`config.mk`:
```
export PLATFORM = sky130hd
export DESIGN_NAME = wildcard_token_pattern_matcher
export DESIGN_NICKNAME = d
export VERILOG_FILES = /design/src/hw/rtl/wtpm_pkg.sv /design/src/hw/rtl/wtpm_cell.sv /design/src/hw/rtl/wildcard_token_pattern_matcher.sv
export SDC_FILE = /design/constraint.sdc
export NUM_CORES = 2
export LEC_CHECK = 0
export BUFFER_PORTS_ARGS = -buffer_cell sky130_fd_sc_hd__clkbuf_2
export CAP_MARGIN = 20
export CORE_MARGIN = 2
export CORE_UTILIZATION = 51
export CTS_CLUSTER_DIAMETER = 40
export CTS_CLUSTER_SIZE = 30
export DETAILED_ROUTE_END_ITERATION = 6
export PLACE_DENSITY = 0.72
export SLEW_MARGIN = 20
export SYNTH_ARGS = -nofsm -noshare
export SYNTH_HDL_FRONTEND = slang
export SYNTH_HIERARCHICAL = 1
export SYNTH_SLANG_ARGS = --single-unit
```
`constraint.sdc`:
```
create_clock -name aclk -period 168.5 [get_ports aclk]
set_input_delay 25.275 -clock aclk [delete_from_list [all_inputs] [get_ports aclk]]
set_output_delay 25.275 -clock aclk [all_outputs]
set_load 0.005 [all_outputs]
```
`src/hw/rtl/wtpm_pkg.sv`:
```
// Package for the wildcard token pattern matcher.
// Holds field widths, opcodes and the cell payload types shared by the cell chain and top level.
// No dependencies.
`default_nettype none

package wtpm_pkg;

    localparam int OPCODE_W        = 2;
    localparam int VALUE_W         = 63;
    localparam int COORD_W         = 32;
    localparam int MAX_PATTERN_DEF = 16;

    localparam logic [COORD_W-1:0] COORD_MAX = '1;
    localparam logic [COORD_W-1:0] COORD_ONE = COORD_W'(1);

    typedef enum logic [OPCODE_W-1:0] {
        OP_PATTERN = 2'd0,
        OP_TOKEN   = 2'd1,
        OP_EOL     = 2'd2
    } opcode_t;

    typedef struct packed {
        logic               wild;
        logic [VALUE_W-1:0] value;
    } pat_elem_t;

    typedef struct packed {
        logic [VALUE_W-1:0] value;
        logic [COORD_W-1:0] line;
        logic [COORD_W-1:0] column;
    } win_elem_t;

endpackage

`default_nettype wire

```
`src/hw/rtl/wtpm_cell.sv`:
```
// One cell of the matcher chain: one pattern element and one window token.
// Compares the two and passes both to its right-hand neighbor on shift.
// Depends on wtpm_pkg.
`default_nettype none

module wtpm_cell (
    input  wire                  aclk,
    input  wire                  pat_shift,
    input  wtpm_pkg::pat_elem_t  pat_in,
    output wtpm_pkg::pat_elem_t  pat_out,
    input  wire                  win_shift,
    input  wtpm_pkg::win_elem_t  win_in,
    output wtpm_pkg::win_elem_t  win_out,
    output logic                 hit
);
    import wtpm_pkg::*;

    pat_elem_t pat_reg;
    win_elem_t win_reg;

    always_ff @(posedge aclk) begin
        if (pat_shift) begin
            pat_reg <= pat_in;
        end
        if (win_shift) begin
            win_reg <= win_in;
        end
    end

    assign pat_out = pat_reg;
    assign win_out = win_reg;
    assign hit     = pat_reg.wild || (pat_reg.value == win_reg.value);

endmodule

`default_nettype wire

```
`src/hw/rtl/wildcard_token_pattern_matcher.sv`:
```
// Wildcard token pattern matcher: top level with counters, cell chain and result register.
// Reports the line and column where each match of the stored pattern starts.
// Depends on wtpm_pkg and wtpm_cell.
//
// Usage:
//   Input channel s_*: opcode 0 appends a pattern element (s_is_wildcard marks
//   a wildcard), opcode 1 carries a text token in s_token_value, opcode 2 ends a
//   text line. Unused opcodes are taken and ignored. Elements beyond
//   MAX_PATTERN are dropped.
//   Result channel m_*: one item per match, line and column (1-based) of the
//   first token of the matching window, in text order.
//   Timing: a text token shifts the chain on the accept edge, and all MAX_PATTERN
//   cells compare in parallel in the following cycle, which loads the result
//   register on a match; s_ready is low in that compare cycle.
//   Stall: the result register holds while m_ready is low; new items are still
//   taken, except that a token whose evaluation finds a match waits in the
//   compare cycle until the result register frees.
//   Reset (aresetn low, synchronous): pattern and window empty, line and
//   column counters at 1, no result pending.
`default_nettype none

module wildcard_token_pattern_matcher #(
    parameter int MAX_PATTERN = wtpm_pkg::MAX_PATTERN_DEF
) (
    input  wire                             aclk,
    input  wire                             aresetn,
    input  wire                             s_valid,
    output logic                            s_ready,
    input  wire  [wtpm_pkg::OPCODE_W-1:0]   s_opcode,
    input  wire  [wtpm_pkg::VALUE_W-1:0]    s_token_value,
    input  wire                             s_is_wildcard,
    output logic                            m_valid,
    input  wire                             m_ready,
    output logic [wtpm_pkg::COORD_W-1:0]    m_match_line,
    output logic [wtpm_pkg::COORD_W-1:0]    m_match_column
);
    import wtpm_pkg::*;

    localparam int LEN_W = $clog2(MAX_PATTERN + 1);
    localparam int IDX_W = (MAX_PATTERN > 1) ? $clog2(MAX_PATTERN) : 1;
    localparam logic [LEN_W-1:0] LEN_MAX = LEN_W'(MAX_PATTERN);

    logic               pend_reg, pend_next;
    logic [LEN_W-1:0]   len_reg, len_next;
    logic [LEN_W-1:0]   seen_reg, seen_next;
    logic [COORD_W-1:0] line_reg, line_next;
    logic [COORD_W-1:0] col_reg, col_next;
    logic               m_valid_reg, m_valid_next;
    logic [COORD_W-1:0] m_line_reg, m_line_next;
    logic [COORD_W-1:0] m_col_reg, m_col_next;

    pat_elem_t pat_chain [MAX_PATTERN+1];
    win_elem_t win_chain [MAX_PATTERN+1];
    logic [MAX_PATTERN-1:0] hit;
    logic [MAX_PATTERN-1:0] hit_ok;

    logic               accept;
    logic               pat_shift;
    logic               win_shift;
    logic               match;
    logic               out_free;
    logic [IDX_W-1:0]   start_idx;
    logic [COORD_W-1:0] start_line;
    logic [COORD_W-1:0] start_col;
    logic [LEN_W-1:0]   len_minus_one;

    assign s_ready   = !pend_reg;
    assign accept    = s_valid && s_ready;
    assign pat_shift = accept && (s_opcode == OP_PATTERN) && (len_reg < LEN_MAX);
    assign win_shift = accept && (s_opcode == OP_TOKEN);

    assign pat_chain[0].wild  = s_is_wildcard;
    assign pat_chain[0].value = s_is_wildcard ? '0 : s_token_value;
    assign win_chain[0].value  = s_token_value;
    assign win_chain[0].line   = line_reg;
    assign win_chain[0].column = col_reg;

    for (genvar k = 0; k < MAX_PATTERN; k++) begin : g_cell
        wtpm_cell u_cell (
            .aclk      (aclk),
            .pat_shift (pat_shift),
            .pat_in    (pat_chain[k]),
            .pat_out   (pat_chain[k+1]),
            .win_shift (win_shift),
            .win_in    (win_chain[k]),
            .win_out   (win_chain[k+1]),
            .hit       (hit[k])
        );
        assign hit_ok[k] = hit[k] || (LEN_W'(k) >= len_reg);
    end

    assign match         = (len_reg != '0) && (seen_reg >= len_reg) && (&hit_ok);
    assign len_minus_one = len_reg - LEN_W'(1);
    assign start_idx     = len_minus_one[IDX_W-1:0];

    always_comb begin
        start_line = '0;
        start_col  = '0;
        for (int k = 0; k < MAX_PATTERN; k++) begin
            if (IDX_W'(k) == start_idx) begin
                start_line = win_chain[k+1].line;
                start_col  = win_chain[k+1].column;
            end
        end
    end

    assign out_free = !m_valid_reg || m_ready;

    always_comb begin
        pend_next    = pend_reg;
        len_next     = len_reg;
        seen_next    = seen_reg;
        line_next    = line_reg;
        col_next     = col_reg;
        m_valid_next = m_valid_reg && !m_ready;
        m_line_next  = m_line_reg;
        m_col_next   = m_col_reg;

        if (pat_shift) begin
            len_next = len_reg + LEN_W'(1);
        end
        if (accept) begin
            case (s_opcode)
                OP_TOKEN: begin
                    pend_next = 1'b1;
                    col_next  = (col_reg == COORD_MAX) ? col_reg : col_reg + COORD_ONE;
                    if (seen_reg < LEN_MAX) begin
                        seen_next = seen_reg + LEN_W'(1);
                    end
                end
                OP_EOL: begin
                    line_next = (line_reg == COORD_MAX) ? line_reg : line_reg + COORD_ONE;
                    col_next  = COORD_ONE;
                end
                default: begin
                end
            endcase
        end

        if (pend_reg) begin
            if (!match) begin
                pend_next = 1'b0;
            end else if (out_free) begin
                pend_next    = 1'b0;
                m_valid_next = 1'b1;
                m_line_next  = start_line;
                m_col_next   = start_col;
            end
        end
    end

    always_ff @(posedge aclk) begin
        if (!aresetn) begin
            pend_reg    <= 1'b0;
            len_reg     <= '0;
            seen_reg    <= '0;
            line_reg    <= COORD_ONE;
            col_reg     <= COORD_ONE;
            m_valid_reg <= 1'b0;
        end else begin
            pend_reg    <= pend_next;
            len_reg     <= len_next;
            seen_reg    <= seen_next;
            line_reg    <= line_next;
            col_reg     <= col_next;
            m_valid_reg <= m_valid_next;
        end
        m_line_reg <= m_line_next;
        m_col_reg  <= m_col_next;
    end

    assign m_valid        = m_valid_reg;
    assign m_match_line   = m_line_reg;
    assign m_match_column = m_col_reg;

`ifndef SYNTH
    a_token_starts_compare: assert property (@(posedge aclk) disable iff (!aresetn)
        win_shift |=> pend_reg)
        else $error("token accepted without compare cycle");

    a_result_from_compare: assert property (@(posedge aclk) disable iff (!aresetn)
        (m_valid && !$past(m_valid && !m_ready)) |-> ($past(pend_reg) && $past(match)))
        else $error("result loaded without a matching compare");

    a_counts_bounded: assert property (@(posedge aclk) disable iff (!aresetn)
        (len_reg <= LEN_MAX) && (seen_reg <= LEN_MAX))
        else $error("pattern length or window fill beyond maximum");

    a_line_col_nonzero: assert property (@(posedge aclk) disable iff (!aresetn)
        (line_reg != '0) && (col_reg != '0))
        else $error("line or column counter wrapped to zero");
`endif

endmodule

`default_nettype wire
```
==> run metrics <==
Post-DRT Antenna Nets 0; synth-to-layout area growth 15.0%; via count 61,768; die area 0.242 mm²; Syn Std Cell Area 0.121 mm²; number of global-route vias before repair 63,289; Max VDD drop 11.4 µV; Worst Max-Slew Pin Slew 1160 ps; largest net degree at the start of global routing 204; r2r setup slk 162,370 ps; PnR worst setup slack 138,260 ps; final setup vio count 0; Mapped Cells 6,902; Crit path largest cell delay 930 ps; Tightest Hold Check Type reg -> reg; worst path arrival time 30,800 ps; ys async rst share 0%; Net Count, Synth 6,986; final slew viol count 0; Sw Share 21.4%; clock slew at reported path FFs 60 ps; Nets 7,340; GP Congestion 0.830; fraction of layout cells with a size suffix above 1 13.6%; total track usage 19.2%; Fmax achieved 33.1 MHz; crit path launch type primary input; gr ovfl total 0; drt pass-1 iters 6; Fin. Hold Viols 0; Switching Power 0.388 mW; worst r2r src pend_reg; final instance area 0.140 mm²; Skew-Pair Late Insertion Delay 980 ps; commonest non-fill, non-tap cells in the layout edfxtp_1, xnor2_1, clkbuf_16; Ys Warns 6; pre-CTS WS 136,890 ps; sequential power share 49.7%; Root Buffer Master clkbuf_16; Die Wd 492 µm; FF-to-FF End g_cell[7].u_cell/win_out[101]; Hold Path Depth 0; Clock Power Share 47.6%; core area 0.237 mm²; CP required 169,060 ps; minimum clock period 30,240 ps; power density over the cells 13.0 mW/mm²; HPWL Detailed 135,000 µm; outcome finished clean; sequential cell area fraction in the yosys report 78.4%; leakage 43.8 nW; fill count 16,822; Pint 1.43 mW; CTS tree built; Clock Sinks 3,196; Slew HR 22.6%; CTS buffer count 397; dominant synthesized flop cell edfxtp_1; routed wire length 235,000 µm; endpoint type of the worst setup path register; fin crit share 17.9%; max reg flops 2,032; R2R cell count 8; placed insts 10,023; skew final 153 ps; post-layout util 58.8%; die height 492 µm; CTS H-Tree Depth 5; hold_buf cts 0; via-per-instance ratio 5.75; DP Area 0.126 mm²; kind of critical path in -> reg; Synth Register Bits 3,196; most common cell after layout, fill and taps aside edfxtp_1; number of max-cap violations 0; Post-CTS Setup Inserts 0; DR WL/cell 21.9 µm; first-pass GRT wire length 369,000 µm; RSZ-0062 raised after global routing false; # rows 179; synth unique cells 96; setup_tns 0 ps; worst path cell trace clkbuf_2 -> nand2b_1 -> or3b_1 -> clkinv_8 -> buf_4 -> buf_12 -> buf_4 -> buf_4 -> buf_4; Initial Util 51.1%; Port-buffer cells 135; Post-synth EDFFs 3,120; Avg Cell Area, Syn 17.6 µm²; share of power burned in combinational logic 2.7%; non-filler instance count after layout 10,746; Max stage delay cell, worst path buf_4; WHS Endpoint g_cell[13].u_cell/win_out[17]; initial antenna violation count 10; most frequent CP cell buf_4; worst-path maximum fanout 166; post_cts resized 0; DRC 0; io pins 136; Clock Path Buffers 4; Hold Path Origin g_cell[12].u_cell/win_out[17]; initial drt markers 6,833
metrics by stage:
step / hold WS (ps) / power [mW]
final: 367 / 1.82
after global routing: 395 / 1.87
after CTS: 377 / 1.83
after detailed placement: 429 / 0.967
after global placement: 422 / 0.965
after floorplan: 408 / 1.01
logic make-up after synthesis:
group,Yosys count,synth area share (%)
adder cells (fa/ha/maj),14,0.144
AND/OR/NAND/NOR,1167,5.48
XOR/XNOR,1064,7.67
flip-flops,3196,78.4
AO/OA/AOI/OAI,1048,6.68
multiplexers,40,0.332
buffers and inverters,373,1.28
critical path: cells and delay by family:
kind / cells / cell delay (ps)
buf+inv: 7 / 4630
simple gates: 2 / 740
area by class of cell:
class | instances | area [µm²] | share of cell area [%]
Tap cell | 3167 | 3960 | 2.84
Timing Repair Buffer | 228 | 1500 | 1.07
Multi-Input combinational cell | 3333 | 24900 | 17.8
Clock buffer | 427 | 10200 | 7.28
Inverter | 100 | 389 | 0.279
Antenna cell | 4 | 10.0 | 0.00717
Clock inverter | 291 | 3530 | 2.53
Sequential cell | 3196 | 95200 | 68.2
how the worst max path moves through the flow:
stage,from,end,slack (ps),cells after the start
floorplan,s_opcode[1],len_reg[4],34780,4
global placement,s_valid,g_cell[6].u_cell/win_out[117],137020,9
detailed placement,s_valid,g_cell[6].u_cell/win_out[104],136890,9
CTS,s_valid,g_cell[7].u_cell/win_out[117],137870,9
global route,s_valid,g_cell[7].u_cell/win_out[117],137810,9
finish,s_valid,g_cell[7].u_cell/win_out[101],138260,9
cells in the mapped netlist, types with 50 or more instances:
cell	n	share of area (%)
xor2_1	352	2.5
a21oi_1	123	0.51
o211ai_1	50	0.31
edfxtp_1	3120	77
nor2b_1	72	0.37
clkbuf_1	163	0.50
xnor2_1	712	5.1
buf_2	79	0.33
a221oi_1	69	0.50
o21ai_0	107	0.44
dfxtp_1	76	1.3
nand4_1	234	1.2
nor4_1	133	0.69
o221ai_1	64	0.46
a211oi_1	81	0.50
a22oi_1	63	0.39
nand2_1	204	0.63
inv_1	98	0.30
nor2_1	198	0.61
power groups by stage:
stage	combinational [mW]	clock [mW]	sequential (mW)
after floorplan	0.0341	0	0.975
after global placement	0.0475	0	0.918
after detailed placement	0.0486	0	0.919
after CTS	0.0493	0.877	0.902
after global routing	0.0534	0.908	0.904
final	0.0492	0.865	0.902
per-layer routing:
metal  wire, µm  GRT usage, %  part of all wire (%)  vias to the layer above
met5          0             0                     0                        -
met4       7620          6.86                   3.2                        0
met3      16800          3.47                   7.2                      518
met2     110000          30.0                    47                     2512
met1     100000          27.2                    43                    30828
li1           -             -                     -                    27910
Note: power is estimated with default switching activity, not from simulation.
